## src/cet_pkg.sv

```systemverilog
// Package for the cubic ease trajectory core.
// Holds the format constants, the route codes and the beat structs.
// No dependencies.
`default_nettype none

package cet_pkg;

    localparam int TIME_BITS = 32;
    localparam int POS_BITS  = 32;
    localparam int FRAC_BITS = 16;

    localparam logic [FRAC_BITS:0] ONE_Q  = (FRAC_BITS+1)'(1) << FRAC_BITS;
    localparam logic [FRAC_BITS:0] HALF_Q = (FRAC_BITS+1)'(1) << (FRAC_BITS - 1);

    // Route of one beat: hold start, hold end, or ease between them
    typedef enum logic [1:0] {
        SEL_FROM,
        SEL_TO,
        SEL_EASE
    } sel_t;

    // Beat carried through the divider cells
    typedef struct packed {
        logic                        valid;
        sel_t                        sel;
        logic                        done;
        logic [TIME_BITS-1:0]        rem;
        logic [TIME_BITS-1:0]        den;
        logic [FRAC_BITS:0]          q;
        logic signed [POS_BITS-1:0]  from_pos;
        logic signed [POS_BITS-1:0]  to_pos;
    } div_beat_t;

    // Beat leaving the easing stages
    typedef struct packed {
        logic                        valid;
        sel_t                        sel;
        logic [FRAC_BITS:0]          e;
        logic signed [POS_BITS-1:0]  from_pos;
        logic signed [POS_BITS-1:0]  to_pos;
    } ease_beat_t;

endpackage

`default_nettype wire

```

## src/cet_scale.sv

```systemverilog
// Scales the signed distance by the eased fraction and forms the result.
// Depends on cet_pkg.
`default_nettype none

module cet_scale
    import cet_pkg::*;
(
    input  wire logic                  clk,
    input  wire logic                  rst_n,
    input  wire logic                  adv,
    input  ease_beat_t                 beat_in,
    output logic                       res_valid,
    output logic signed [POS_BITS-1:0] res_pos
);

    localparam int HI_BITS = POS_BITS + 1 - FRAC_BITS;

    // Stage one: magnitude of the distance
    logic                       v1_reg;
    sel_t                       sel1_reg;
    logic                       neg1_reg;
    logic [POS_BITS:0]          mag1_reg;
    logic [FRAC_BITS:0]         e1_reg;
    logic signed [POS_BITS-1:0] from1_reg;
    logic signed [POS_BITS-1:0] to1_reg;

    logic signed [POS_BITS:0]   diff;
    logic [POS_BITS:0]          mag_next;

    // Stage two: offset
    logic                       v2_reg;
    sel_t                       sel2_reg;
    logic                       neg2_reg;
    logic [POS_BITS:0]          off2_reg;
    logic signed [POS_BITS-1:0] from2_reg;
    logic signed [POS_BITS-1:0] to2_reg;

    logic [HI_BITS+FRAC_BITS:0] hi_prod;
    logic [2*FRAC_BITS:0]       lo_prod;
    logic [POS_BITS:0]          off_next;

    // Output register
    logic                       v3_reg;
    logic signed [POS_BITS-1:0] res_reg;
    logic signed [POS_BITS-1:0] res_next;

    always_comb
    begin
        diff     = {beat_in.to_pos[POS_BITS-1], beat_in.to_pos}
                 - {beat_in.from_pos[POS_BITS-1], beat_in.from_pos};
        mag_next = diff[POS_BITS] ? (POS_BITS+1)'(-diff) : (POS_BITS+1)'(diff);
    end

    // Split the magnitude so each product stays narrow
    always_comb
    begin
        hi_prod  = mag1_reg[POS_BITS:FRAC_BITS] * e1_reg;
        lo_prod  = mag1_reg[FRAC_BITS-1:0] * e1_reg;
        off_next = hi_prod[POS_BITS:0]
                 + (POS_BITS+1)'(lo_prod[2*FRAC_BITS:FRAC_BITS]);
    end

    // Pick the route and apply the offset
    always_comb
    begin
        logic [POS_BITS:0] sum;
        sum = neg2_reg ? {from2_reg[POS_BITS-1], from2_reg} - off2_reg
                       : {from2_reg[POS_BITS-1], from2_reg} + off2_reg;
        case (sel2_reg)
            SEL_FROM: res_next = from2_reg;
            SEL_TO:   res_next = to2_reg;
            SEL_EASE: res_next = sum[POS_BITS-1:0];
            default:  res_next = to2_reg;
        endcase
    end

    always_ff @(posedge clk or negedge rst_n)
    begin
        if (!rst_n)
        begin
            v1_reg <= 1'b0;
            v2_reg <= 1'b0;
            v3_reg <= 1'b0;
        end
        else if (adv)
        begin
            v1_reg <= beat_in.valid;
            v2_reg <= v1_reg;
            v3_reg <= v2_reg;
        end
    end

    always_ff @(posedge clk)
    begin
        if (adv)
        begin
            sel1_reg  <= beat_in.sel;
            neg1_reg  <= diff[POS_BITS];
            mag1_reg  <= mag_next;
            e1_reg    <= beat_in.e;
            from1_reg <= beat_in.from_pos;
            to1_reg   <= beat_in.to_pos;
            sel2_reg  <= sel1_reg;
            neg2_reg  <= neg1_reg;
            off2_reg  <= off_next;
            from2_reg <= from1_reg;
            to2_reg   <= to1_reg;
            res_reg   <= res_next;
        end
    end

    assign res_valid = v3_reg;
    assign res_pos   = res_reg;

endmodule

`default_nettype wire
```

## config.mk

```make
export PLATFORM = sky130hd
export DESIGN_NAME = cet_scale
export DESIGN_NICKNAME = d
export VERILOG_FILES = /design/src/cet_pkg.sv /design/src/cet_scale.sv
export SDC_FILE = /design/constraint.sdc
export NUM_CORES = 2
export LEC_CHECK = 0
export BUFFER_PORTS_ARGS = -buffer_cell sky130_fd_sc_hd__buf_4
export CORE_MARGIN = 3
export CORE_UTILIZATION = 50
export CTS_CLUSTER_DIAMETER = 40
export CTS_CLUSTER_SIZE = 25
export DETAILED_ROUTE_END_ITERATION = 16
export GPL_TIMING_DRIVEN = 0
export PLACE_DENSITY = 0.78
export SYNTH_ARGS = -nofsm -noshare
export SYNTH_HDL_FRONTEND = slang
export SYNTH_SLANG_ARGS = --single-unit
```

## constraint.sdc

```tcl
create_clock -name clk -period 10.8 [get_ports clk]
set_input_delay 2.16 -clock clk [delete_from_list [all_inputs] [get_ports clk]]
set_output_delay 2.16 -clock clk [all_outputs]
set_load 0.01 [all_outputs]
```

* Word level (Yosys, flattened, before mapping)
Index checks and enable logic that the tools add are counted.
Word-level totals: output and inout port bits 33, register bits 251, word-level logic and storage cells 28, input bits 87
Cells by class: mux-type cells 3, multiply operators 2, equality and inequality tests 1, reduce and logical (&&, ||, !) cells 1, $add $sub $neg 5
Operators with widths (count):
- 32-bit two-way mux | 2
- 32-bit one-hot mux with 2 select lines | 1
- 16-bit by 17-bit multiplier with 33-bit output | 1
- 33-bit negator | 1
- 32-bit by 32-bit subtractor with 33-bit output | 1
- 32-bit by 17-bit adder with 32-bit output | 1
- 32-bit adder | 1
- 17-bit by 17-bit multiplier with 32-bit output | 1
- 32-bit subtractor | 1
- 2-bit == test, second input constant | 1
- 2-bit logical NOT | 1

* Longest topological paths before layout
word-level depth 3, depth in mapped cells 48, depth with buffers taken out 46

* Least setup slack after synthesis
Ideal clock, no wire load.
path type register to register, start point register mag1_reg[7], end point register off2_reg[30] (data pin), data arrival time 10.955 ns, stages on the path, launching flop included 44, required time 10.542 ns, library setup time 0.258 ns, path buffers 2, period minus slack after synthesis 11.213 ns, path slack -0.413 ns, cells stage by stage edfxtp_1 > clkbuf_1 > clkbuf_1 > nand2_1 > fa_1 > inv_1 > fa_1 > inv_1 > fa_1 > inv_1 > fa_1 > fa_1 > inv_1 > fa_1 > inv_1 > ha_1 > nor2b_1 > o21ai_0 > [... 8 more ...] > fa_1 > fa_1 > fa_1 > fa_1 > fa_1 > inv_1 > ha_1 > a21o_1 > a21oi_1 > nor2b_1 > or3b_2 > nor3_1 > a22oi_1 > a41o_1 > or4_1 > a31o_2 > a21oi_1 > xnor2_1
Between the ends: longest elaborated chain between the ends 2
RTL lines:
- start, declared | RTL line cet_scale.sv:22 | logic [POS_BITS:0] mag1_reg;
- start signal, assigned | RTL line cet_scale.sv:99 | mag1_reg <= mag_next;
- 16-bit by 17-bit multiplier with 33-bit output | RTL line cet_scale.sv:58 | lo_prod = mag1_reg[FRAC_BITS-1:0] * e1_reg;
- 32-bit by 17-bit adder with 32-bit output | RTL line cet_scale.sv:60 | + (POS_BITS+1)'(lo_prod[2*FRAC_BITS:FRAC_BITS]);
- net off_next[30] | RTL line cet_scale.sv:40 | logic [POS_BITS:0] off_next;
- end signal, assigned | RTL line cet_scale.sv:105 | off2_reg <= off_next;
- end, declared | RTL line cet_scale.sv:34 | logic [POS_BITS:0] off2_reg;
The timed path passes the listed nets, and every way through them passes these cells. A chain may end at the register's enable or synchronous reset.

* Final worst setup path
start point register e1_reg[6], end point register off2_reg[30] (data pin)
Between the ends: longest elaborated chain between the ends 2, elaborated cells between the ends (all ways) 3, classes of those cells add/sub: 1; mul: 2
RTL lines:
- start, declared | RTL line cet_scale.sv:23 | logic [FRAC_BITS:0] e1_reg;
- start signal, assigned | RTL line cet_scale.sv:100 | e1_reg <= beat_in.e;
- 17-bit by 17-bit multiplier with 32-bit output or 16-bit by 17-bit multiplier with 33-bit output (tied branches) | RTL line cet_scale.sv:57, cet_scale.sv:58
- 32-bit by 17-bit adder with 32-bit output * | RTL line cet_scale.sv:60
- net off_next[30] | RTL line cet_scale.sv:40
The timed path passes the listed nets; every way through them passes the cells marked *.

==> impl_metrics.ini <==
[timing]
fin_crit_sh = 1.05
final_critical_path_setup_slack_ns = -0.544
slew_viol_final = 0
fin_skew_ns = 0.0258
post-route-min-period_ns = 11.34
hold_viol = 0
worstMarginPinSlew_ns = 1.10
rsz0062_at_grt = true
setup_viol = 4
fmax_mhz = 88.2
holdWs_ns = 0.412
max_slew_margin = 0.245
fin_tns_setup_ns = -1.51

[final_layout]
fillers = 4918
largest_reg_flops = 33
nNetsFinal = 4119
area_delta_synth_final_pct = 14.5
ff_latch_area_um2 = 7520
multi_input_area_um2 = 20800
drive_above_1_share = 0.121
stdcell_area_um2 = 35100

[clock_tree]
clk_latency_ns = 0.58
cts_root_buf = clkbuf_16
cts_sinks = 251
cts_hold_buffers = 0
cts.path.max_buffers = 3
cts.reportedPaths.clkPinSlew_ns = 0.06
cts_tree = done
cts_made_buffers = 38
h-tree-depth = 2

[worst_setup_path]
start_kind = flop
reg2reg_from = e1_reg[6]$_DFFE_PP_
worstSetupPathType = flop to flop
critical_path.slowest_cell = fa_1
cp-endpoint = off2_reg[30]$_DFFE_PP_
r2r_cells = 42
timing.rr.end = off2_reg[30]$_DFFE_PP_
cp.arrival_ns = 11.64
ff2ff_setup_slack_ns = -0.54
crit_path_end_kind = flop
cp-startpoint = e1_reg[6]$_DFFE_PP_
crit_top_cell = fa_1
required_ns = 11.10
critPathMaxStageDelay_ns = 0.56
critPathMaxFanout = 10

[routing]
first_pass_iters = 6
drc = 0
ant_nets = 0
drtIter0Drc = 1931
vias_per_cell = 5.55
wl_per_cell_um = 19.4
routed_wl_um = 80400
vias = 23000

[place]
place_area_um2 = 32600
hpwl_um = 63100
port_buffers = 119
place_congestion = 0.971

[hold_path]
hp-class = flop to flop

[synthesis]
synth_top_area_share = 0.293
yosys.area_share.simple = 0.138
synth_nets = 3900
synthXorXnorAreaFrac = 0.0449
yosysTopAreaCell = fa_1
synth_mux_area_frac = 0.00600
synth_area_um2 = 30600
netlist_instances = 3100
synth_top_family_by_area = adder cells
synth_edf_count = 248
yosys_warnings = 0
synthAdderAreaFrac = 0.401
yosys_register_bits = 251
synth.distinct_cells = 75
synthTopCellsByArea = fa_1 (29%), edfxtp_1 (24%), ha_1 (11%)
avgSynthCellArea_um2 = 9.88
ys_seq_area_frac = 0.246
async_reset_ff_frac = 0.0120
synth_ff_type = edfxtp_1
synth_compound_area_frac = 0.0768

[grt]
grt_max_degree = 125
grt_pass1_vias = 23600
grt_pass1_wl_um = 127000
antenna_found_initial = 3
overflow = 0
track_usage = 0.257

[floorplanning]
fp.dieW_um = 254
die_area_um2 = 64300
fp-row-count = 90
coreArea_um2 = 60500
die_y_um = 254
initial_utilization = 0.507
ioPinCount = 120

[outcome]
status = complete, but fails checks
violations = setup timing

[flow_run]
maxCapViolations = 0
## per-stage QoR
stage | cells | utilization | setup slack, ns
2_1_floorplan | 3100 | - | -0.0113
3_5_place_dp | 4003 | 0.539 | -1.75
6_report | 4135 | 0.580 | -0.544
3_3_place_gp | 4001 | 0.538 | -1.69
5_1_grt | 4131 | 0.580 | -0.831
4_1_cts | 4120 | 0.576 | -0.527
## worst min path at each step
stage	from	endpoint	depth (start not counted)
2_1_floorplan	from1_reg[0]$_DFFE_PP_	from2_reg[0]$_DFFE_PP_	0
3_3_place_gp	from1_reg[24]$_DFFE_PP_	from2_reg[24]$_DFFE_PP_	0
3_5_place_dp	from1_reg[11]$_DFFE_PP_	from2_reg[11]$_DFFE_PP_	0
4_1_cts	from1_reg[23]$_DFFE_PP_	from2_reg[23]$_DFFE_PP_	0
5_1_grt	from1_reg[23]$_DFFE_PP_	from2_reg[23]$_DFFE_PP_	0
6_report	from1_reg[23]$_DFFE_PP_	from2_reg[23]$_DFFE_PP_	0
## cell families after synthesis
kind of cell | after synthesis
AO/OA/AOI/OAI | 365
multiplexers | 18
flip-flops | 251
AND/OR/NAND/NOR | 886
adder cells (fa/ha/maj) | 713
buffers and inverters | 710
XOR/XNOR | 157
## cell usage after synthesis (all sizes together) (9+ instances only)
library cell,instances
mux2i,15
a21o,36
a211oi,17
o21ai,85
xor2,34
nor2,88
a31oi,12
xnor2,123
nand2b,14
o21a,17
o31ai,13
nand2,440
nor4,9
and2,215
a21oi,109
inv,586
nand4,12
and3,10
fa,449
nor3,29
edfxtp,248
ha,264
nand3,20
clkbuf,116
nor2b,19
o211ai,10
## cell type report
class | count | share of cell area
inverter | 586 | 0.0627
buffer | 116 | 0.0198
timing repair buffer | 187 | 0.0417
multi-input combinational | 2139 | 0.594
antenna | 4 | 0.000285
tap | 782 | 0.0279
clock buffer | 41 | 0.0274
clock inverter | 29 | 0.0122
sequential | 251 | 0.214
## layout by cell type, fill, tap and decap left out, types with 8 or more instances in the layout
cell type  count
o211ai_1      10
buf_4        181
and2_1       213
o21bai_1       8
buf_2         15
mux2i_1       15
clkbuf_2      18
nand2b_1      14
inv_2         11
clkbuf_16     38
a211oi_1      15
edfxtp_1     248
o21a_1        17
xnor2_1      120
ha_4          11
xor2_1        34
nor4_1         8
nand4_1       12
a31oi_1       12
fa_2          10
a21o_1        36
inv_1        575
o31ai_1        8
nor3_1        27
nor2_1        84
nand3_1       18
o21ai_0       66
clkbuf_1      58
ha_1         253
and3_1         8
nand2_1      436
a21oi_1      103
clkbuf_8      10
nor2b_1       19
fa_1         439
o21ai_1       15
buf_6          9
or3_1          8
## layer usage
metal | GRT usage | up-vias | wire, um
met1 | 0.327 | 11300 | 30900
met4 | 0.111 | 2 | 3790
met5 | 0 | - | 17
met2 | 0.419 | 1067 | 37800
li1 | - | 10300 | -
met3 | 0.0623 | 247 | 7910
## worst max-delay path, delay by kind of cell, from the launching register on
kind | cells | cell delay (ns)
adder cells (fa/ha/maj) | 13 | 5.93
AO/OA/AOI/OAI | 12 | 2.30
AND/OR/NAND/NOR | 6 | 1.23
buffers and inverters | 9 | 0.94
flip-flops | 1 | 0.49
XOR/XNOR | 2 | 0.20
## repair_timing
item	CTS	global route
setup buffers	52	17
pin swaps	62	38
resized for setup	133	79
setup endpoints to repair	22	16
Power is left out: the tool's default activity adds up to more than one toggle a clock period on the data nets, which glitch-free logic cannot reach.
