$ cat src/cet_pkg.sv
// Package for the cubic ease trajectory core.
// Holds the format constants, the route codes and the beat structs.
// No dependencies.
`default_nettype none

package cet_pkg;

    localparam int TIME_BITS = 32;
    localparam int POS_BITS  = 32;
    localparam int FRAC_BITS = 16;

    localparam logic [FRAC_BITS:0] ONE_Q  = (FRAC_BITS+1)'(1) << FRAC_BITS;
    localparam logic [FRAC_BITS:0] HALF_Q = (FRAC_BITS+1)'(1) << (FRAC_BITS - 1);

    // Route of one beat: hold start, hold end, or ease between them
    typedef enum logic [1:0] {
        SEL_FROM,
        SEL_TO,
        SEL_EASE
    } sel_t;

    // Beat carried through the divider cells
    typedef struct packed {
        logic                        valid;
        sel_t                        sel;
        logic                        done;
        logic [TIME_BITS-1:0]        rem;
        logic [TIME_BITS-1:0]        den;
        logic [FRAC_BITS:0]          q;
        logic signed [POS_BITS-1:0]  from_pos;
        logic signed [POS_BITS-1:0]  to_pos;
    } div_beat_t;

    // Beat leaving the easing stages
    typedef struct packed {
        logic                        valid;
        sel_t                        sel;
        logic [FRAC_BITS:0]          e;
        logic signed [POS_BITS-1:0]  from_pos;
        logic signed [POS_BITS-1:0]  to_pos;
    } ease_beat_t;

endpackage

`default_nettype wire

$ cat src/cet_ease.sv
// Cubic ease-in-out of the progress in two registered stages.
// Depends on cet_pkg.
`default_nettype none

module cet_ease
    import cet_pkg::*;
(
    input  wire logic  clk,
    input  wire logic  rst_n,
    input  wire logic  adv,
    input  div_beat_t  beat_in,
    output ease_beat_t beat_out
);

    logic                       valid_reg;
    sel_t                       sel_reg;
    logic                       lower_reg;
    logic [FRAC_BITS:0]         u_reg;
    logic [FRAC_BITS:0]         sq_reg;
    logic signed [POS_BITS-1:0] from_reg;
    logic signed [POS_BITS-1:0] to_reg;

    logic                       lower_next;
    logic [FRAC_BITS:0]         u_next;
    logic [2*FRAC_BITS+1:0]     sq_full;

    ease_beat_t                 out_reg;
    ease_beat_t                 out_next;
    logic [2*FRAC_BITS+1:0]     cube_full;
    logic [FRAC_BITS:0]         cube;

    // Fold the upper half onto |2t-2| and square
    always_comb
    begin
        logic [FRAC_BITS+1:0] m;
        lower_next = beat_in.q < HALF_Q;
        m = {ONE_Q, 1'b0} - {beat_in.q, 1'b0};
        u_next  = lower_next ? beat_in.q : m[FRAC_BITS:0];
        sq_full = u_next * u_next;
    end

    always_ff @(posedge clk or negedge rst_n)
    begin
        if (!rst_n)
            valid_reg <= 1'b0;
        else if (adv)
            valid_reg <= beat_in.valid;
    end

    always_ff @(posedge clk)
    begin
        if (adv)
        begin
            sel_reg   <= beat_in.sel;
            lower_reg <= lower_next;
            u_reg     <= u_next;
            sq_reg    <= sq_full[2*FRAC_BITS:FRAC_BITS];
            from_reg  <= beat_in.from_pos;
            to_reg    <= beat_in.to_pos;
        end
    end

    // Cube, then scale by four or take one minus half the cube
    always_comb
    begin
        cube_full         = sq_reg * u_reg;
        cube              = cube_full[2*FRAC_BITS:FRAC_BITS];
        out_next.valid    = valid_reg;
        out_next.sel      = sel_reg;
        out_next.from_pos = from_reg;
        out_next.to_pos   = to_reg;
        out_next.e        = lower_reg ? {cube[FRAC_BITS-2:0], 2'b00}
                                      : ONE_Q - {1'b0, cube[FRAC_BITS:1]};
    end

    always_ff @(posedge clk or negedge rst_n)
    begin
        if (!rst_n)
            out_reg <= '0;
        else if (adv)
            out_reg <= out_next;
    end

    assign beat_out = out_reg;

endmodule

`default_nettype wire

$ cat config.mk
export PLATFORM = sky130hd
export DESIGN_NAME = cet_ease
export DESIGN_NICKNAME = d
export VERILOG_FILES = /design/src/cet_pkg.sv /design/src/cet_ease.sv
export SDC_FILE = /design/constraint.sdc
export NUM_CORES = 1
export LEC_CHECK = 0
export BUFFER_PORTS_ARGS = -buffer_cell sky130_fd_sc_hd__buf_4
export CORE_AREA = 4 4 267 269
export CTS_CLUSTER_DIAMETER = 80
export CTS_CLUSTER_SIZE = 40
export DETAILED_ROUTE_END_ITERATION = 8
export DIE_AREA = 0 0 271 273
export SYNTH_ARGS = -nofsm -noshare
export SYNTH_HDL_FRONTEND = slang
export SYNTH_SLANG_ARGS = --single-unit
$ cat constraint.sdc
create_clock -name clk -period 7.24 [get_ports clk]
set_input_delay 0.724 -clock clk [delete_from_list [all_inputs] [get_ports clk]]
set_output_delay 0.724 -clock clk [all_outputs]
set_load 0.02 [all_outputs]
=== Yosys cells after proc, flatten, opt, wreduce, memory -nomap -nowiden ===
Cells that the tools add are included.
Widths: inputs -> output; s select.

* Input port bits: 152
* Output and inout bits: 84
* Register bits: 186
* Logic and storage cells: 19
* Bits in read-only memories: 0
* Bits in writable memories: 0
* Latch bits: 0
* Memories: 0

* Div/mod/pow operators: 0
* Shift operators: 0
* Reductions and logical operators: 0
* Multipliers: 2
* Muxes and demuxes: 2
* Bitwise gates (word level): 0
* $lt $le $gt $ge: 1
* Equal/unequal tests: 0
* $add $sub $neg: 2

{| class="wikitable"
|+ Operators with widths
! operator !! number
|-
| $mul 17x17->33 || 2
|-
| $mux 17 || 2
|-
| $lt 17x16->1 const B || 1
|-
| $sub 1x17->17 const A || 1
|-
| $sub 17x16->17 const A || 1
|}

=== Longest topological paths before layout ===
Gate-level depths: netlist of the first run.

* Depth in word-level cells: 3
* Gate-level depth with buffers: 32
* Depth with buffers taken out: 31

=== Worst setup path before layout of the first run ===
OpenSTA, ideal clock, no wires.

* Path type: input to register
* From: in beat_in[66] (netlist bit)
* To: reg sq_reg[16] (data pin)
* Path slack: -0.936 ns
* Path buffers: 0
* Library setup time: 0.260 ns
* Stages on the path: 30
* Required time: 6.980 ns
* Data arrival time: 7.916 ns
* Cells stage by stage: nor3_1 -> nand2_1 -> nor4_1 -> nand2_1 -> xor2_1 -> mux2i_1 -> clkinv_1 -> nand2_1 -> inv_1 -> fa_1 -> inv_1 -> fa_1 -> fa_1 -> inv_1 -> fa_1 -> fa_1 -> inv_1 -> fa_1 -> inv_1 -> ha_1 -> nand4_1 -> o21ai_0 -> o21bai_1 -> a221oi_1 -> a21boi_0 -> a31o_2 -> o41ai_1 -> o21bai_1 -> a21oi_1 -> xnor2_1

* Longest elaborated chain between the ends: 3
* Elaborated cells between the ends (all ways): 4
* Classes of those cells: 1 x add/sub; 1 x mul; 1 x order compare; 1 x mux

{| class="wikitable"
|+ RTL lines
! element !! line !! source
|-
| from (decl) || cet_ease.sv:11 || <nowiki>input div_beat_t beat_in,</nowiki>
|-
| $sub 1x17->17 or $lt 17x16->1 (tied branches) || cet_ease.sv:37, cet_ease.sv:36 ||
|-
| $mux 17 * || cet_ease.sv:38 || <nowiki>u_next = lower_next ? beat_in.q : m[FRAC_BITS:0];</nowiki>
|-
| via u_next[12] || cet_ease.sv:24 || <nowiki>logic [FRAC_BITS:0] u_next;</nowiki>
|-
| $mul 17x17->33 * || cet_ease.sv:39 || <nowiki>sq_full = u_next * u_next;</nowiki>
|-
| via sq_full[32] || cet_ease.sv:25 || <nowiki>logic [2*FRAC_BITS+1:0] sq_full;</nowiki>
|-
| to (signal assigned) || cet_ease.sv:57 || <nowiki>sq_reg <= sq_full[2*FRAC_BITS:FRAC_BITS];</nowiki>
|-
| to (decl) || cet_ease.sv:19 || <nowiki>logic [FRAC_BITS:0] sq_reg;</nowiki>
|}

The timed path passes the listed nets; every way through them passes the cells marked *.
A chain may end at the register's enable or synchronous reset.

=== Worst setup path in the final report of the first run ===
* From: in beat_in[69] (netlist bit)
* To: reg sq_reg[15] (data pin)

* Longest elaborated chain between the ends: 3
* Elaborated cells between the ends (all ways): 4
* Classes of those cells: 1 x add/sub; 1 x mul; 1 x order compare; 1 x mux

{| class="wikitable"
|+ RTL lines
! element !! line
|-
| $sub 1x17->17 or $lt 17x16->1 (tied branches) || cet_ease.sv:37, cet_ease.sv:36
|-
| $mux 17 * || cet_ease.sv:38
|-
| $mul 17x17->33 * || cet_ease.sv:39
|-
| via sq_full[31] || cet_ease.sv:25
|}

Marked as above.

==> results of run 1 <==
metal layers:
metal	global-route usage, %	vias up	wire [µm]
met4	3.93	0	1130
li1	-	8101	-
met1	20.7	8846	25300
met2	29.5	287	30900
met3	1.92	72	1740
met5	0	-	0
cell type report:
| class | instances | area share, % |
|---|---|---|
| multi-input cells | 1551 | 56.8 |
| flip-flops and latches | 186 | 17.5 |
| repair buffers | 450 | 12.4 |
| inverters | 575 | 7.35 |
| well taps | 931 | 3.94 |
| clock buffers | 19 | 1.46 |
| clock inverters | 13 | 0.516 |
through the flow:
stage          utilization [%]  setup slack [ns]  instances  area [µm²]
5_1_grt                   43.1            -0.317       3725       29600
4_1_cts                   42.0           0.00120       3674       28800
3_5_place_dp              40.9            -0.777       3635       28000
3_3_place_gp              40.9            -0.674       3635       28000
2_1_floorplan                -            -0.217       2391       24100
6_report                  43.1           -0.0228       3725       29600
timing repair:
item | 4_1_cts | 5_1_grt
resized for setup | 27 | 77
buffers inserted | 9 | 52
endpoints found under the setup margin | 8 | 21
pin swaps | 22 | 30
path summary, 6_finish.rpt:
check | startpoint | to | slack, ns | cells past startpoint
max | beat_in[69] | sq_reg[15] | -0.02 | 29
min | rst_n | beat_out[5] | 0.07 | 1
max reg2reg | sq_reg[10] | beat_out[80] | 0.31 | 24
min reg2reg | to_reg[1] | beat_out[1] | 0.48 | 1
max in group asynchronous | rst_n | beat_out[42] | 5.89 | 2
min in group clk | beat_in[10] | to_reg[10] | 0.45 | 1
worst register-to-register path: cells and delay by family, from the launching register on:
kind	cells	cell delay, ns
compound gates	4	0.99
fa+ha+maj	7	3.20
buf+inv	6	0.54
flops	1	0.41
simple gates	7	1.72
cell families (layout without fill, tap and decap cells):
logic type | after synthesis | count (layout)
compound gates | 179 | 179
xor+xnor | 61 | 61
fa+ha+maj | 615 | 615
buf+inv | 654 | 1057
flops | 186 | 186
mux | 79 | 79
other cells | 2 | 3
simple gates | 614 | 614
placed cells by master (no fill, tap or decap), types with 11 or more instances in the layout:
cell	instances
mux2_2	70
buf_4	418
dfrtp_1	85
nand3_1	16
nor2_1	104
buf_6	11
xnor2_1	39
xor2_1	19
clkbuf_16	17
a21oi_1	44
edfxtp_1	101
ha_1	193
nand4_1	11
a21o_1	17
buf_12	20
nand2_2	14
inv_1	546
nand2_1	265
o21ai_0	26
and2_1	129
fa_1	403
inv_2	20
==> flow_summary_export.csv, run 1 <==
group,metric,value,unit
synthesis,synth_top_family_by_area,"adder cells",
synthesis,synthFlopType,"edfxtp_1",
clock_tree,clock_latency,0.44,ns
sta,setup_slack,-0.0228,ns
drt,dr.first_iter.drc_count,851,
critical_path,start_kind,"input port",
grt,grt_pass1_wl,97700,µm
worst_hold_path,min-delay-path-class,"in2async",
drt,wirelength,59100,µm
sta,rsz0062_at_grt,"yes",
sta,finalClockSkew,0.00835,ns
floorplan,start_util,34.9,%
finish,nNetsFinal,3548,
finish,syn2layout_area_growth,23.6,%
status,status,"finished, violations left",
clock_tree,cts_made_buffers,17,
drt,avgViaCountPerCell,4.65,
clock_tree,clock_path_buffers,2,
grt,grt_max_degree,118,
sta,finalSetupTns,-0.0317,ns
drt,drt_first_pass_iters,7,
clock_tree,clk_pin_slew,0.07,ns
floorplan,die-area,74000,µm²
critical_path,path_max_fanout,5,
synthesis,synth_seq_cells,186,
floorplan,rows,96,
synthesis,syn_area,23900,µm²
clock_tree,numClockSinks,186,
sta,maxSlewViolCount,0,
synthesis,synthAdderAreaFrac,45.0,%
finish,largest_reg_flops,84,
sta,finalCritPeriodShare,100,%
sta,fmax,138,MHz
synthesis,synth_compound_area_share,5.12,%
clock_tree,cts_root_buf,"clkbuf_16",
synthesis,synth_most_common_cell,"inv_1",
floorplan,die_h,273,µm
finish,regArea,5160,µm²
synthesis,synth_simple_gate_area_share,12.0,%
synthesis,synthMuxAreaShare,3.67,%
critical_path,path_buf_inv,7,
sta,slew-limit-headroom,26.9,%
drt,wl_per_cell,15.9,µm
synthesis,synth_edf_count,101,
synthesis,synth.avg_cell_area,10.0,µm²
clock_tree,hold_buffers,0,
grt,grtUsageTotal,16.2,%
drt,drc,0,
sta,hold_violations,0,
synthesis,yosysTopAreaCell,"fa_1",
finish,drive_above_1_share,24.2,%
placed_design,gp_congestion,0.871,
finish,multi_input_area,16800,µm²
finish,num_antenna_cells,0,
synthesis,ys_warn_count,0,
floorplan,core_region_area,68600,µm²
synthesis,synth_sequential_area_ratio,21.6,%
critical_path,path_delay_family,"adder cells",
critical_path,cpPeakStageDelay,0.50,ns
sta,setup_viol,2,
drt,vias,17300,
drt,antenna_left,0,
placed_design,portBuffers,170,
critical_path,end_kind,"flip-flop",
synthesis,netlist_instances,2390,
critical_path,worstSetupPathType,"in2reg",
grt,overflow,0,
sta,fin_crit,7.26,ns
critical_path,cp.arrival,7.45,ns
critical_path,cp.required,7.43,ns
synthesis,synth_common_cells,"566 x inv_1, 409 x fa_1, 281 x nand2_1",
synthesis,synth-xor-area-share,2.23,%
grt,grt_pass1_vias,19100,
grt,grt_antenna_before_repair,0,
clock_tree,h-tree-depth,4,
critical_path,slowest_stage,"fa_1",
floorplan,boundaryPins,236,
synthesis,synth_top_area_share,34.2,%
critical_path,cp_common_cell,"fa_1",
sta,fin_hold_ws,0.0739,ns
floorplan,die_w,271,µm
clock_tree,cts_tree,"yes",
synthesis,synthArstFlopShare,45.7,%
synthesis,synth_area_leaders,"fa_1 34%, edfxtp_1 13%, ha_1 11%",
placed_design,place_hpwl,48700,µm
sta,worst_pin_slew,1.10,ns
synthesis,synth.distinct_cells,77,
status,violations,"negative setup slack",
flow_run,maxCapViolCount,0,
finish,fillerInstances,6467,
Power of run 1 is not shown: default switching activity piles up to over one toggle a cycle in this logic, so the estimate is an artifact.
==> run 2, diff against run 1 <==
--- a/config.mk
+++ b/config.mk
@@ -11,6 +11,7 @@
 export CTS_CLUSTER_SIZE = 40
 export DETAILED_ROUTE_END_ITERATION = 8
 export DIE_AREA = 0 0 271 273
+export SKIP_LAST_GASP = 1
 export SYNTH_ARGS = -nofsm -noshare
 export SYNTH_HDL_FRONTEND = slang
 export SYNTH_SLANG_ARGS = --single-unit
==> run 2 against run 1 <==
  * The flow still finishes with violations (negative setup slack)
  * Hold slack did not move
  * Setup slack barely moved
  * Critical path depth did not move
  * Register-to-register slack barely moved
  * Cell count did not move
  * Via count did not move
  * Wire length barely moved
  * Non-clock buffer count did not move
==> flow_summary_export.csv, run 2 (synthesized netlist as in run 1, its figures left out) <==
group,metric,value,unit
sta,hold_violations,0,
placed_design,place_inst,3635,
critical_path,path_buf_inv,7,
sta,finalCritPeriodShare,100,%
critical_path,path_delay_family,"adder cells",
clock_tree,clk_pin_slew,0.07,ns
clock_tree,hold_buffers,0,
sta,maxSlewViolCount,0,
grt,grtUsageTotal,16.2,%
sta,fin_crit,7.26,ns
drt,avgViaCountPerCell,4.65,
critical_path,path_max_fanout,5,
floorplan,die-area,74000,µm²
grt,grt_antenna_before_repair,0,
floorplan,core_region_area,68600,µm²
finish,layout.cells.most_common,"inv_1",
drt,antenna_left,0,
critical_path,r2r_cells,24,
drt,wirelength,59100,µm
floorplan,boundaryPins,236,
clock_tree,cts_tree,"yes",
finish,fillerInstances,6467,
finish,fin_area,29600,µm²
placed_design,gp_congestion,0.871,
floorplan,die_h,273,µm
status,violations,"negative setup slack",
drt,vias,17300,
drt,wl_per_cell,15.9,µm
finish,layout_common_cells,"546 x inv_1, 418 x buf_4, 403 x fa_1",
worst_hold_path,min-delay-path-class,"in2async",
floorplan,start_util,34.9,%
clock_tree,h-tree-depth,4,
clock_tree,numClockSinks,186,
grt,grt_pass1_wl,97700,µm
sta,fmax,138,MHz
placed_design,place_area,28000,µm²
clock_tree,clock_latency,0.44,ns
critical_path,path_depth,29,
drt,dr.first_iter.drc_count,851,
sta,worst_pin_slew,1.10,ns
status,status,"finished, violations left",
critical_path,start_kind,"input port",
clock_tree,cts_root_buf,"clkbuf_16",
sta,setup_viol,2,
critical_path,worstSetupPathType,"in2reg",
drt,drc,0,
drt,drt_first_pass_iters,7,
critical_path,cp.arrival,7.45,ns
grt,grt_pass1_vias,19100,
clock_tree,clock_path_buffers,2,
sta,finalSetupTns,-0.0316,ns
placed_design,place_hpwl,48700,µm
finish,syn2layout_area_growth,23.6,%
critical_path,cpPeakStageDelay,0.50,ns
placed_design,portBuffers,170,
floorplan,die_w,271,µm
critical_path,end_kind,"flip-flop",
finish,largest_reg_flops,84,
sta,setup_slack,-0.0227,ns
sta,slew-limit-headroom,26.9,%
critical_path,slowest_stage,"fa_1",
critical_path,cp.required,7.43,ns
flow_run,maxCapViolCount,0,
clock_tree,cts_made_buffers,17,
finish,nNetsFinal,3548,
sta,rsz0062_at_grt,"yes",
placed_design,dp_slack,-0.777,ns
grt,overflow,0,
grt,grt_max_degree,118,
floorplan,rows,96,
sta,finalClockSkew,0.00835,ns
finish,final_cells,3725,
finish,drive_above_1_share,24.2,%
finish,num_antenna_cells,0,
critical_path,cp_common_cell,"fa_1",
[run 2: per-stage QoR]
step	util (%)	hold slack, ns
after floorplan	-	0.428
after global placement	40.9	0.456
after detailed placement	40.9	0.463
after CTS	42.0	0.0531
after global routing	43.1	0.0470
final	43.1	0.0739
[run 2: cell type report]
cell class | instances | area, µm² | area share [%]
clock buffer | 19 | 433 | 1.46
clock inverter | 13 | 153 | 0.516
inverter | 575 | 2170 | 7.35
multi-input combinational | 1551 | 16800 | 56.8
sequential | 186 | 5160 | 17.5
tap | 931 | 1160 | 3.94
timing repair buffer | 450 | 3680 | 12.4
[run 2: worst reg2reg max path, cell delays in order, from the launching register on]
cell and delay (ns):
edfxtp_1 0.41, buf_12 0.17, buf_4 0.16, and2_1 0.16, fa_1 0.54, inv_1 0.06, fa_1 0.53, inv_1 0.05
fa_1 0.50, fa_1 0.44, fa_1 0.51, inv_1 0.06, fa_1 0.47, inv_1 0.04, ha_1 0.21, a21oi_1 0.31
o21ai_1 0.21, nor3_1 0.27, o311ai_0 0.28, nand4b_1 0.21, nand2_1 0.08, or3_1 0.33, or2_1 0.24, or4_1 0.43
a31oi_1 0.19
[run 2: final timing paths]
kind                             start      endpoint  slack (ns)
max                        beat_in[69]    sq_reg[15]       -0.02
min                              rst_n   beat_out[5]        0.07
max reg2reg                 sq_reg[10]  beat_out[80]        0.31
max in group asynchronous        rst_n  beat_out[42]        5.89
min reg2reg                  to_reg[1]   beat_out[1]        0.48
min in group clk           beat_in[10]    to_reg[10]        0.45
[run 2: timing repair]
| action | in CTS | in global routing |
|---|---|---|
| endpoints found under the setup margin | 8 | 21 |
| setup buffers | 9 | 52 |
| pin swaps | 22 | 29 |
| gates resized for setup | 27 | 77 |
[run 2: routing by layer]
| metal | up-vias | track usage (%) | share of wire, % |
|---|---|---|---|
| li1 | 8101 | - | - |
| met5 | - | 0 | 0 |
| met2 | 287 | 29.5 | 52 |
| met1 | 8846 | 20.7 | 43 |
| met4 | 0 | 3.93 | 1.9 |
| met3 | 72 | 1.92 | 2.9 |
Power of run 2 is left out for the same reason.
