[src/cet_pkg.sv]
// Package for the cubic ease trajectory core.
// Holds the format constants, the route codes and the beat structs.
// No dependencies.
`default_nettype none

package cet_pkg;

    localparam int TIME_BITS = 32;
    localparam int POS_BITS  = 32;
    localparam int FRAC_BITS = 16;

    localparam logic [FRAC_BITS:0] ONE_Q  = (FRAC_BITS+1)'(1) << FRAC_BITS;
    localparam logic [FRAC_BITS:0] HALF_Q = (FRAC_BITS+1)'(1) << (FRAC_BITS - 1);

    // Route of one beat: hold start, hold end, or ease between them
    typedef enum logic [1:0] {
        SEL_FROM,
        SEL_TO,
        SEL_EASE
    } sel_t;

    // Beat carried through the divider cells
    typedef struct packed {
        logic                        valid;
        sel_t                        sel;
        logic                        done;
        logic [TIME_BITS-1:0]        rem;
        logic [TIME_BITS-1:0]        den;
        logic [FRAC_BITS:0]          q;
        logic signed [POS_BITS-1:0]  from_pos;
        logic signed [POS_BITS-1:0]  to_pos;
    } div_beat_t;

    // Beat leaving the easing stages
    typedef struct packed {
        logic                        valid;
        sel_t                        sel;
        logic [FRAC_BITS:0]          e;
        logic signed [POS_BITS-1:0]  from_pos;
        logic signed [POS_BITS-1:0]  to_pos;
    } ease_beat_t;

endpackage

`default_nettype wire

[src/cet_div_cell.sv]
// One cell of the progress divider: one restoring quotient bit per cycle while the pipe advances.
// Depends on cet_pkg.
`default_nettype none

module cet_div_cell
    import cet_pkg::*;
(
    input  wire logic      clk,
    input  wire logic      rst_n,
    input  wire logic      adv,
    input  div_beat_t      beat_in,
    output div_beat_t      beat_out
);

    div_beat_t beat_reg;
    div_beat_t beat_next;

    // Shift, trial-subtract and record one quotient bit
    always_comb
    begin
        logic [TIME_BITS:0] rem2;
        logic               qbit;
        beat_next = beat_in;
        rem2      = {beat_in.rem, 1'b0};
        qbit      = 1'b0;
        if (beat_in.sel == SEL_EASE && !beat_in.done)
        begin
            if (rem2 >= {1'b0, beat_in.den})
            begin
                rem2 = rem2 - {1'b0, beat_in.den};
                qbit = 1'b1;
            end
            beat_next.rem = rem2[TIME_BITS-1:0];
            beat_next.q   = {beat_in.q[FRAC_BITS-1:0], qbit};
        end
    end

    // Advance the beat
    always_ff @(posedge clk or negedge rst_n)
    begin
        if (!rst_n)
            beat_reg <= '0;
        else if (adv)
            beat_reg <= beat_next;
    end

    assign beat_out = beat_reg;

endmodule

`default_nettype wire

[config.mk]
export PLATFORM = sky130hd
export DESIGN_NAME = cet_div_cell
export DESIGN_NICKNAME = d
export VERILOG_FILES = /design/src/cet_pkg.sv /design/src/cet_div_cell.sv
export SDC_FILE = /design/constraint.sdc
export NUM_CORES = 1
export LEC_CHECK = 0
export CAP_MARGIN = 20
export CORE_AREA = 10 10 145 147
export DETAILED_ROUTE_END_ITERATION = 7
export DIE_AREA = 0 0 155 157
export DONT_BUFFER_PORTS = 1
export MAX_ROUTING_LAYER = met4
export PLACE_DENSITY = 0.69
export SYNTH_ARGS = -nofsm -noshare
export SYNTH_HDL_FRONTEND = slang
export SYNTH_SLANG_ARGS = --single-unit
[constraint.sdc]
create_clock -name clk -period 2.1 [get_ports clk]
set_input_delay 0.21 -clock clk [delete_from_list [all_inputs] [get_ports clk]]
set_output_delay 0.21 -clock clk [all_outputs]
set_load 0.02 [all_outputs]
# == After elaboration in Yosys (flattened, before gate mapping) ==
# Cells that the tools add are included.
# totals
input_bits,152
out_inout_bits,149
word_cells,17
register_bits,149
# op_classes
n_mux,4
add_sub_neg,1
order_cmp,1
eq_ne,1
reduce_logical,2
# ops
operator,count
32-bit 2-to-1 mux,2
33-bit by 32-bit >= comparator with 1-bit output,1
32-bit subtractor,1
17-bit 2-to-1 mux,1
2-bit equality test (second input constant),1
1-bit logical AND,1
1-bit logical NOT,1
1-bit 2-to-1 mux,1

# == Longest topological paths before layout ==
# Gate-level depths: netlist of run 1.
# depth
ltp_word,3
ltp_mapped,13
depth_no_buf,12

# == Least setup slack after synthesis of run 1 ==
# No wires, ideal clock.
# synth_path
path_kind,input to register
from,input port beat_in[87] (netlist bit)
to,"register beat_reg, in the netlist beat_out[64]"
setup_ns,0.125
t_required_ns,1.975
n_path_buf,2
setup_slack_ns,-0.294
t_arrival_ns,2.269
path_stages,12
cell_sequence,inv_1 > ha_1 > buf_2 > a211oi_2 > o21bai_1 > o21a_1 > a21oi_4 > a21oi_2 > a31oi_4 > buf_6 > o21ai_1 > mux2_2
# synth_via
elab_chain_cells,3
# synth_lines
item,line,source
start: declaration,cet_div_cell.sv:11,"input div_beat_t beat_in,"
33-bit by 32-bit >= comparator with 1-bit output,cet_div_cell.sv:28,"if (rem2 >= {1'b0, beat_in.den})"
1-bit 2-to-1 mux,cet_div_cell.sv:28,
17-bit 2-to-1 mux,cet_div_cell.sv:26,if (beat_in.sel == SEL_EASE && !beat_in.done)
end signal: assignment,cet_div_cell.sv:44,beat_reg <= beat_next;
end: declaration,cet_div_cell.sv:15,div_beat_t beat_reg;
# No other way between the ends.
# A chain may end at the register's enable or synchronous reset.

# == Worst setup path in the final report of run 1 ==
# layout_path
from,input port beat_in[83] (netlist bit)
to,"register beat_reg, in the netlist beat_out[130]"
# layout_via
elab_chain_cells,3
elab_cells_between_ends,4
cone_classes,add/sub (1); order compare (1); mux (2)
# layout_lines
item,line
32-bit subtractor / 33-bit by 32-bit >= comparator with 1-bit output (equally long branches),"cet_div_cell.sv:30, cet_div_cell.sv:28"
32-bit 2-to-1 mux (*),cet_div_cell.sv:28
32-bit 2-to-1 mux (*),cet_div_cell.sv:26
# Every way passes the cells marked *; elsewhere a longest branch is shown, timed or not.

==> flow_metrics.env, run 1 <==
export IMPL_wl_met2_um=14000
export IMPL_clkSinkCount=149
export IMPL_clkSlewWorstSetupHoldPaths_ps=70
export IMPL_vias=7173
export IMPL_yosysTopAreaCell="dfrtp_1"
export IMPL_status="complete, but fails checks"
export IMPL_synth_flop_cell="dfrtp_1"
export IMPL_die_h_um=157
export IMPL_place_congestion=0.858
export IMPL_ir_drop_uv=564
export IMPL_std_cell_rows=50
export IMPL_hold_ws_ps=-517
export IMPL_grt_total_usage_pct=22.9
export IMPL_crit_path_cell_trace="inv_1 -> ha_1 -> buf_4 -> nand4_1 -> nor2_1 -> and3_1 -> a31oi_1 -> o21ai_2 -> a31oi_4 -> buf_12 -> mux2i_1 -> a21oi_1"
export IMPL_maxSlewViolCount=0
export IMPL_viasPerCell=5.45
export IMPL_dp_cells=1073
export IMPL_dieArea_um2=24300
export IMPL_arrival_ps=2280
export IMPL_portBuffers=0
export IMPL_numCtsBuffers=17
export IMPL_synth_nets=981
export IMPL_design_area_um2=11700
export IMPL_clock_fmax_mhz=504
export IMPL_hold_class="in2async"
export IMPL_layout_drive_gt1_share_pct=23.2
export IMPL_syn_inst=796
export IMPL_ant_nets=0
export IMPL_io_pins=301
export IMPL_synth_enable_flop_cells=0
export IMPL_layout_nets=1251
export IMPL_violations="negative hold slack"
export IMPL_leakagePower_nw=5.19
export IMPL_power_total_w=0.00873
export IMPL_met3RoutedLength_um=2480
export IMPL_hold_viol_final=149
export IMPL_clock_path_buffers=2
export IMPL_worstPathRequired_ps=2390
export IMPL_synth_top_area_share_pct=46.3
export IMPL_synth_cell_types=55
export IMPL_post_dp_cell_area_um2=8970
export IMPL_clk_latency_ps=420
export IMPL_area_growth_pct=45.0
export IMPL_grt_pass1_vias=7640
export IMPL_drc=0
export IMPL_slew_headroom_pct=54.5
export IMPL_maxCapViolations=0
export IMPL_dpl_hpwl_um=17600
export IMPL_finalCriticalPeriod_ps=1980
export IMPL_wl_per_cell_um=21.3
export IMPL_yosysMostFrequentCell="dfrtp_1"
export IMPL_rsz0062_at_grt="no"
export IMPL_critPathCaptureType="register"
export IMPL_synth_top_cells_by_count="149 x dfrtp_1, 101 x mux2_2, 65 x nand2_1"
export IMPL_top_layer_used="met4"
export IMPL_syn_avg_cell_area_um2=10.1
export IMPL_post_route_period_util_pct=94.4
export IMPL_synth_yosys_seq_area_share_pct=46.3
export IMPL_cp_slowest_cell="ha_1"
export IMPL_die_w_um=155
export IMPL_skew_ps=0
export IMPL_dr_pass1_iters=5
export IMPL_start_kind="input pin"
export IMPL_syn_cell_area_um2=8060
export IMPL_path_class="in2reg"
export IMPL_stdcell_count=1315
export IMPL_synth_async_reset_ratio_pct=100
export IMPL_largest_reg_flops=149
export IMPL_ys_warn_count=0
export IMPL_critPathMaxStageDelay_ps=330
export IMPL_routed_wl_um=28000
export IMPL_cts_tree="done"
export IMPL_cts_root_buffer="clkbuf_16"
export IMPL_drt_initial_drc_count=285
export IMPL_gr_total_overflow=0
export IMPL_htree_levels=4
export IMPL_grt_pass1_wl_um=43000
export IMPL_m1WireLength_um=11200
export IMPL_ctsHoldBuffers=208
export IMPL_grt_max_degree=150
export IMPL_core_area_um2=18300
export IMPL_setup_viol=0
export IMPL_postCtsSetupBuffers=0
export IMPL_cp_max_fo=28
export IMPL_ys_ff_latch=149
export IMPL_grt_antenna_before_repair=1
export IMPL_synth_area_leaders="dfrtp_1 46%, mux2_2 14%, ha_1 5.0%"
export IMPL_start_util_pct=44.0
export IMPL_powerDensity_nw_per_um2=747
export IMPL_worst_slew_pin_slew_ps=681
export IMPL_num_fill_cells=1403
[power breakdown]
| part | leakage [nW] | total [W] | switching (W) | internal [W] |
|---|---|---|---|---|
| clock | 0.277 | 0.00309 | 0.00138 | 0.00171 |
| sequential | 1.74 | 0.00381 | 0.000642 | 0.00317 |
| combinational | 3.17 | 0.00183 | 0.000749 | 0.00108 |
[cell families (layout without fill, tap and decap cells)]
| kind of cell | count (synthesis) | after routing | synth area share [%] |
|---|---|---|---|
| AO/OA/AOI/OAI | 191 | 191 | 15.2 |
| AND/OR/NAND/NOR | 184 | 184 | 10.4 |
| flip-flops | 149 | 149 | 46.3 |
| multiplexers | 106 | 106 | 14.7 |
| buffers and inverters | 106 | 389 | 5.25 |
| adder cells (fa/ha/maj) | 33 | 33 | 5.22 |
| XOR/XNOR | 27 | 27 | 2.93 |
| other | 0 | 2 | 0 |
[routing by layer]
layer / up-vias / GRT usage [%]
met5: - / -
met4: 0 / 5.44
met3: 27 / 8.05
met2: 262 / 36.8
met1: 3522 / 27.0
li1: 3362 / -
[worst paths after layout]
kind	from	end	slack, ps	depth (start not counted)
hold reg to reg	beat_out[88]$_DFFE_PN0P_	beat_out[88]$_DFFE_PN0P_	670	1
hold / removal	rst_n	beat_out[120]$_DFFE_PN0P_	-520	0
max in group asynchronous	rst_n	beat_out[132]$_DFFE_PN0P_	2310	0
min in group clk	beat_in[117]	beat_out[118]$_DFFE_PN0P_	20	2
setup / recovery	beat_in[83]	beat_out[130]$_DFFE_PN0P_	120	12
setup reg to reg	beat_out[18]$_DFFE_PN0P_	beat_out[18]$_DFFE_PN0P_	620	2
[critical path: cells and delay by family]
kind,cells,cell delay [ps]
multiplexers,1,270
AND/OR/NAND/NOR,3,320
AO/OA/AOI/OAI,4,740
adder cells (fa/ha/maj),1,330
buffers and inverters,3,390
[through the flow]
step                setup slack, ps  setup TNS, ps  utilization, %
finish                          117              0            63.7
CTS                            88.7              0            63.6
global placement               -327          -7380            48.9
detailed placement             -313          -8000            48.9
global route                   1.58              0            63.7
floorplan                      -124          -1650               -
[placed cells by master (no fill, tap or decap), types with 5 or more instances in the layout]
master | netlist | layout
ha_1 | 32 | 26
xnor2_1 | 17 | 17
o21ai_1 | 5 | 6
xor2_1 | 10 | 10
nand4_1 | 10 | 10
o21a_1 | 5 | 5
nand3b_1 | 6 | 6
a31oi_1 | 29 | 28
and3_1 | 7 | 5
buf_4 | 2 | 90
o22ai_1 | 5 | 5
mux2_2 | 101 | 100
inv_6 | 0 | 5
o21ai_0 | 25 | 22
dlygate4sd3_1 | 0 | 207
mux2i_1 | 5 | 5
clkbuf_16 | 0 | 17
nand2_1 | 65 | 63
inv_1 | 56 | 54
nand3_1 | 23 | 23
ha_4 | 0 | 6
o221ai_1 | 18 | 18
a21o_1 | 15 | 15
dfrtp_1 | 149 | 149
a21oi_1 | 64 | 62
nor2b_1 | 7 | 7
nor2_1 | 53 | 53
[timing repair]
| item | in CTS | in global routing |
|---|---|---|
| gates resized for setup | 0 | 5 |
| endpoints found under the setup margin | 0 | 8 |
| endpoints found under the hold margin | 292 | 149 |
[area by class of cell]
type                       instances  area, µm²  share of cell area (%)
clock inverter                    13        139                    1.19
multi-input combinational        541       4040                    34.6
timing repair buffer             300       2820                    24.1
sequential                       149       3730                    31.9
tap                              234        293                    2.51
antenna                            2       5.00                  0.0428
clock buffer                      19        443                    3.79
inverter                          57        219                    1.87
(Power assumes the default switching activity.)
==> run 2, diff against run 1 <==
==> constraint.sdc (replaced) <==
create_clock -name clk -period 2.3 [get_ports clk]
set_input_delay 0.23 -clock clk [delete_from_list [all_inputs] [get_ports clk]]
set_output_delay 0.23 -clock clk [all_outputs]
set_load 0.02 [all_outputs]
==> run 2 against run 1 <==
- die area unchanged
- first-iteration DRC count rose by 55%
- the flow still finishes with violations (negative hold slack)
- combinational power is 13% lower
- sequential power down 8.7%
- clock skew unchanged
- critical endpoint is now beat_out[116]$_DFFE_PN0P_
- non-clock buffer count is 17 lower
- clock-buffer cell count is 1 lower
- largest cell class unchanged
==> flow_metrics.env, run 2 (same netlist as run 1, synthesis figures left out) <==
export IMPL_status="complete, but fails checks"
export IMPL_violations="negative hold slack"
export IMPL_clkSinkCount=149
export IMPL_hold_ws_ps=-506
export IMPL_rr_worst_depth=4
export IMPL_cts_root_buffer="clkbuf_16"
export IMPL_cp_max_fo=14
export IMPL_maxCapViolations=0
export IMPL_htree_levels=4
export IMPL_post_dp_cell_area_um2=8740
export IMPL_die_w_um=155
export IMPL_clk_latency_ps=430
export IMPL_portBuffers=0
export IMPL_place_congestion=0.904
export IMPL_layout_drive_gt1_share_pct=20.5
export IMPL_slew_headroom_pct=57.6
export IMPL_dieArea_um2=24300
export IMPL_start_util_pct=44.0
export IMPL_powerDensity_nw_per_um2=683
export IMPL_numCtsBuffers=17
export IMPL_design_area_um2=11400
export IMPL_grt_max_degree=150
export IMPL_std_cell_rows=50
export IMPL_viasPerCell=5.49
export IMPL_worstPathRequired_ps=2570
export IMPL_vias=7123
export IMPL_clock_fmax_mhz=470
export IMPL_rsz0062_at_grt="no"
export IMPL_clock_path_buffers=2
export IMPL_postCtsSetupBuffers=0
export IMPL_largest_reg_flops=149
export IMPL_drt_initial_drc_count=441
export IMPL_hold_class="in2async"
export IMPL_skew_ps=0
export IMPL_regToRegEndpoint="beat_out[125]$_DFFE_PN0P_"
export IMPL_gr_total_overflow=0
export IMPL_grt_total_usage_pct=23.5
export IMPL_finalCriticalPeriod_ps=2130
export IMPL_worst_slew_pin_slew_ps=634
export IMPL_ir_drop_uv=497
export IMPL_wl_per_cell_um=22.0
export IMPL_area_growth_pct=41.5
export IMPL_critPathCaptureType="register"
export IMPL_cts_tree="done"
export IMPL_routed_wl_um=28500
export IMPL_arrival_ps=2390
export IMPL_r2r_start="beat_out[125]$_DFFE_PN0P_"
export IMPL_ant_nets=0
export IMPL_drc=0
export IMPL_layout_nets=1234
export IMPL_dr_pass1_iters=7
export IMPL_start_kind="input pin"
export IMPL_io_pins=301
export IMPL_setup_viol=0
export IMPL_leakagePower_nw=5.08
export IMPL_r2r_slack_ps=760
export IMPL_grt_pass1_wl_um=43700
export IMPL_num_fill_cells=1448
export IMPL_layout_common_cells="207 x dlygate4sd3_1, 149 x dfrtp_1, 100 x mux2_2, 75 x buf_4"
export IMPL_die_h_um=157
export IMPL_post_route_period_util_pct=92.5
export IMPL_maxSlewViolCount=0
export IMPL_core_area_um2=18300
export IMPL_final_common_cell="dlygate4sd3_1"
export IMPL_grt_pass1_vias=7655
export IMPL_clkSlewWorstSetupHoldPaths_ps=70
export IMPL_grt_antenna_before_repair=0
export IMPL_hold_viol_final=149
export IMPL_dpl_hpwl_um=17800
export IMPL_path_class="in2reg"
-- run 2: cell types whose count changed in the layout (fill, tap and decap cells not counted), sizes merged --
| cell | delta |
|---|---|
| buf | -17 |
| clkinv | +1 |
| diode | -1 |
| bufinv | -1 |
| inv | +1 |
| clkbuf | -1 |
-- run 2: area by class of cell --
cell class	instances	area [µm²]	share of cell area, %
inverters	57	214	1.88
flip-flops and latches	149	3730	32.7
diodes	1	2.50	0.0219
multi-input cells	541	3940	34.5
well taps	234	293	2.57
repair buffers	283	2660	23.4
clock inverters	14	134	1.17
clock buffers	18	429	3.76
-- run 2: how the worst max path moves through the flow --
stage | from | endpoint | slack [ps] | depth (start not counted)
4_1_cts | beat_in[107] | beat_out[116]$_DFFE_PN0P_ | 180 | 12
3_3_place_gp | beat_in[107] | beat_out[116]$_DFFE_PN0P_ | -230 | 12
6_report | beat_in[107] | beat_out[116]$_DFFE_PN0P_ | 170 | 12
5_1_grt | beat_in[107] | beat_out[116]$_DFFE_PN0P_ | 20 | 12
3_5_place_dp | beat_in[107] | beat_out[116]$_DFFE_PN0P_ | -260 | 12
2_1_floorplan | beat_in[107] | beat_out[64]$_DFFE_PN0P_ | 0.2 | 11
-- run 2: timing repair --
action,in CTS,in global routing
hold endpoints to repair,287,150
resized for setup,0,0
hold buffers,207,1
-- run 2: metrics by stage --
| stage | util (%) | setup WS [ps] | TNS (ps) | power, W | std cells |
|---|---|---|---|---|---|
| 2_1_floorplan | - | 0.232 | 0 | 0.00432 | 796 |
| 3_3_place_gp | 47.7 | -227 | -3670 | 0.00466 | 1056 |
| 3_5_place_dp | 47.7 | -258 | -5430 | 0.00469 | 1056 |
| 4_1_cts | 62.1 | 183 | 0 | 0.00778 | 1295 |
| 5_1_grt | 62.2 | 21.9 | 0 | 0.00814 | 1296 |
| 6_report | 62.2 | 173 | 0 | 0.00778 | 1297 |
-- run 2: per-layer routing --
layer | vias up | global-route usage, % | share of wire (%)
met4 | 0 | 7.29 | 2.1
met3 | 40 | 9.01 | 9.9
li1 | 3326 | - | -
met2 | 274 | 38.6 | 50
met5 | - | - | 0
met1 | 3483 | 26.0 | 38
-- run 2: critical path, stage by stage --
cell and delay, ps:
inv_1 30, ha_1 300, a21o_1 190, a21oi_1 230, nor2b_1 80, a311oi_1 350, o21ai_1 150, a31oi_4 210
buf_4 240, nor2_1 60, a21oi_1 160, o221ai_1 150
-- run 2: where the power goes --
group	internal (W)	switching (W)	total (W)
sequential	0.00289	0.000594	0.00348
clock	0.00143	0.00127	0.00270
combinational	0.000940	0.000664	0.00160
==> run 3, diff against run 2 <==
--- a/config.mk
+++ b/config.mk
@@ -12,6 +12,7 @@
 export DONT_BUFFER_PORTS = 1
 export MAX_ROUTING_LAYER = met4
 export PLACE_DENSITY = 0.69
+export REMOVE_ABC_BUFFERS = 1
 export SYNTH_ARGS = -nofsm -noshare
 export SYNTH_HDL_FRONTEND = slang
 export SYNTH_SLANG_ARGS = --single-unit
==> run 3 against run 2 <==
- synthesized cell count did not move
- area after synthesis did not move
- the flow now stops in 4_1_cts
==> flow_metrics.env, run 3 <==
export IMPL_syn_cell_area_um2=8060
export IMPL_synth_area_leaders="dfrtp_1 46%, mux2_2 14%, ha_1 5.0%"
export IMPL_synthAdderAreaFrac_pct=5.22
export IMPL_place_congestion=0.888
export IMPL_synth_area_mux_share_pct=14.7
export IMPL_failed_stage="4_1_cts"
export IMPL_start_util_pct=44.0
export IMPL_syn_avg_cell_area_um2=10.1
export IMPL_io_pins=301
export IMPL_synth_top_cells_by_count="149 x dfrtp_1, 101 x mux2_2, 65 x nand2_1"
export IMPL_synth_async_reset_ratio_pct=100
export IMPL_yosysMostFrequentCell="dfrtp_1"
export IMPL_cts_resized=0
export IMPL_toolErrorMsg="[ERROR RSZ-0060] Max buffer count reached."
export IMPL_synth_top_family_by_area="compound AO/OA/AOI/OAI gates"
export IMPL_ys_warn_count=0
export IMPL_pre_cts_slack_ps=-243
export IMPL_std_cell_rows=50
export IMPL_synth_top_area_share_pct=46.3
export IMPL_numCtsBuffers=17
export IMPL_synth_yosys_seq_area_share_pct=46.3
export IMPL_synth_cell_types=55
export IMPL_htree_levels=4
export IMPL_clock_path_buffers=2
export IMPL_synth_flop_cell="dfrtp_1"
export IMPL_postCtsSetupBuffers=0
export IMPL_syn_inst=796
export IMPL_post_dp_cell_area_um2=8750
export IMPL_portBuffers=0
export IMPL_ys_ff_latch=149
export IMPL_dpl_hpwl_um=17800
export IMPL_yosysTopAreaCell="dfrtp_1"
export IMPL_synth_simple_area_share_pct=10.4
export IMPL_status="stopped before the end"
export IMPL_synth_xor_area_share_pct=2.93
export IMPL_clkSinkCount=149
export IMPL_synth_compound_area_share_pct=15.2
export IMPL_ctsHoldBuffers=219
export IMPL_die_h_um=157
export IMPL_cts_root_buffer="clkbuf_16"
export IMPL_synth_enable_flop_cells=0
export IMPL_die_w_um=155
-- run 3: cell counts after synthesis --
Identical to the previous run, type by type.
-- run 3: kinds of logic after synthesis --
logic type / count (synthesis)
compound gates: 191
xor+xnor: 27
fa+ha+maj: 33
buf+inv: 106
flops: 149
mux: 106
simple gates: 184
-- run 3: metrics by stage --
| step | TNS (ps) | cells | utilization (%) |
|---|---|---|---|
| after detailed placement | -6400 | 1060 | 47.7 |
| after global placement | -4090 | 1060 | 47.7 |
| after floorplan | -14080 | 747 | - |
==> run 4, diff against run 3 <==
--- a/config.mk
+++ b/config.mk
@@ -6,12 +6,11 @@
 export NUM_CORES = 1
 export LEC_CHECK = 0
 export CAP_MARGIN = 20
-export CORE_AREA = 10 10 145 147
+export CORE_AREA = 10 10 175 177
 export DETAILED_ROUTE_END_ITERATION = 7
-export DIE_AREA = 0 0 155 157
+export DIE_AREA = 0 0 185 187
 export DONT_BUFFER_PORTS = 1
-export MAX_ROUTING_LAYER = met4
-export PLACE_DENSITY = 0.69
+export PLACE_DENSITY_LB_ADDON = 0.15
 export REMOVE_ABC_BUFFERS = 1
 export SYNTH_ARGS = -nofsm -noshare
 export SYNTH_HDL_FRONTEND = slang
==> run 4 against run 3 <==
- the flow now finishes, with violations (negative hold slack)
==> flow_metrics.env, run 4 (same netlist as run 1, synthesis figures left out) <==
export IMPL_status="complete, but fails checks"
export IMPL_violations="negative hold slack"
export IMPL_cts_root_buffer="clkbuf_16"
export IMPL_r2r_slack_ps=870
export IMPL_viasPerCell=4.85
export IMPL_final_common_cell="dlygate4sd3_1"
export IMPL_clock_fmax_mhz=468
export IMPL_layout_common_cells="155 x dlygate4sd3_1, 149 x dfrtp_1, 101 x mux2_2, 84 x buf_4"
export IMPL_wl_per_cell_um=20.3
export IMPL_maxSlewViolCount=0
export IMPL_rr_worst_depth=2
export IMPL_cp_max_fo=6
export IMPL_routed_wl_um=27800
export IMPL_skew_ps=0
export IMPL_grt_max_degree=150
export IMPL_postCtsSetupBuffers=0
export IMPL_cts_tree="done"
export IMPL_hold_viol_final=149
export IMPL_post_dp_cell_area_um2=8940
export IMPL_ant_nets=0
export IMPL_dp_cells=1178
export IMPL_layout_drive_gt1_share_pct=22.2
export IMPL_core_area_um2=27300
export IMPL_rsz0062_at_grt="no"
export IMPL_stdcell_count=1366
export IMPL_area_growth_pct=37.5
export IMPL_vias=6628
export IMPL_portBuffers=0
export IMPL_slew_headroom_pct=64.9
export IMPL_drt_initial_drc_count=355
export IMPL_clkSinkCount=149
export IMPL_design_area_um2=11100
export IMPL_power_total_w=0.00770
export IMPL_post_route_period_util_pct=92.9
export IMPL_std_cell_rows=61
export IMPL_numCtsBuffers=17
export IMPL_grt_pass1_wl_um=43000
export IMPL_regToRegEndpoint="beat_out[50]$_DFFE_PN0P_"
export IMPL_setup_viol=0
export IMPL_drc=0
export IMPL_dpl_hpwl_um=19200
export IMPL_n_antenna_cell=0
export IMPL_ir_drop_uv=400
export IMPL_fin_ws_ps=163
export IMPL_layout_nets=1192
export IMPL_ctsHoldBuffers=156
export IMPL_grt_total_usage_pct=15.9
export IMPL_die_w_um=185
export IMPL_clock_path_buffers=2
export IMPL_pre_cts_slack_ps=-268
export IMPL_clkSlewWorstSetupHoldPaths_ps=70
export IMPL_worstPathRequired_ps=2600
export IMPL_num_fill_cells=2718
export IMPL_hold_ws_ps=-511
export IMPL_maxCapViolations=0
export IMPL_finalCriticalPeriod_ps=2140
export IMPL_start_util_pct=29.5
export IMPL_r2r_start="beat_out[50]$_DFFE_PN0P_"
export IMPL_powerDensity_nw_per_um2=695
export IMPL_start_kind="input pin"
export IMPL_dieArea_um2=34600
export IMPL_leakagePower_nw=4.93
export IMPL_die_h_um=187
export IMPL_grt_antenna_before_repair=0
export IMPL_worst_slew_pin_slew_ps=524
export IMPL_path_class="in2reg"
export IMPL_place_congestion=0.804
export IMPL_htree_levels=4
export IMPL_grt_pass1_vias=7018
export IMPL_gr_total_overflow=0
export IMPL_clk_latency_ps=430
export IMPL_io_pins=301
export IMPL_dr_pass1_iters=7
export IMPL_hold_class="in2async"
export IMPL_arrival_ps=2440
export IMPL_largest_reg_flops=149
export IMPL_critPathCaptureType="register"
## run 4: metrics by stage
stage	setup TNS, ps	utilization, %
final	0	40.6
after global routing	0	40.6
after CTS	0	40.5
after detailed placement	-6740	32.7
after global placement	-6450	32.7
after floorplan	-14080	-
## run 4: how the worst max path moves through the flow
stage / endpoint / startpoint / cells past startpoint / slack, ps
CTS: beat_out[127]$_DFFE_PN0P_ / beat_in[107] / 12 / 160
global route: beat_out[144]$_DFFE_PN0P_ / beat_in[88] / 12 / 10
global placement: beat_out[127]$_DFFE_PN0P_ / beat_in[107] / 12 / -260
detailed placement: beat_out[141]$_DFFE_PN0P_ / beat_in[85] / 11 / -270
finish: beat_out[144]$_DFFE_PN0P_ / beat_in[107] / 12 / 160
floorplan: beat_out[137]$_DFFE_PN0P_ / beat_in[87] / 11 / -550
## run 4: area by class of cell
class	instances	area [µm²]	share of cell area, %
Sequential cell	149	3730	33.6
Clock inverter	14	134	1.21
Timing Repair Buffer	241	2230	20.1
Multi-Input combinational cell	541	3910	35.3
Tap cell	346	433	3.91
Inverter	57	214	1.93
Clock buffer	18	429	3.87
## run 4: where the power goes
part	switching, W	leakage [nW]	internal (W)	total (W)
Sequential	0.000578	1.74	0.00289	0.00347
Clock	0.00134	0.267	0.00143	0.00277
Combinational	0.000628	2.92	0.000833	0.00146
## run 4: repair_timing
action                     CTS  global route
setup endpoints to repair    0             1
hold endpoints to repair   288           149
gates resized for setup      0             1
## run 4: routing by layer
metal	part of all wire, %	track usage [%]	up-vias
li1	-	-	3248
met1	42	19.5	3179
met2	48	26.2	188
met3	9.0	5.28	13
met4	0.84	3.60	0
met5	0	0	-
## run 4: worst max-delay path, cell delays in order
cell,delay (ps)
inv_1,30
ha_1,300
a21o_1,190
a21oi_1,240
nor2b_1,80
a311oi_1,330
o21ai_0,190
a31oi_4,260
inv_2,120
buf_4,160
a31oi_1,180
o221ai_1,130
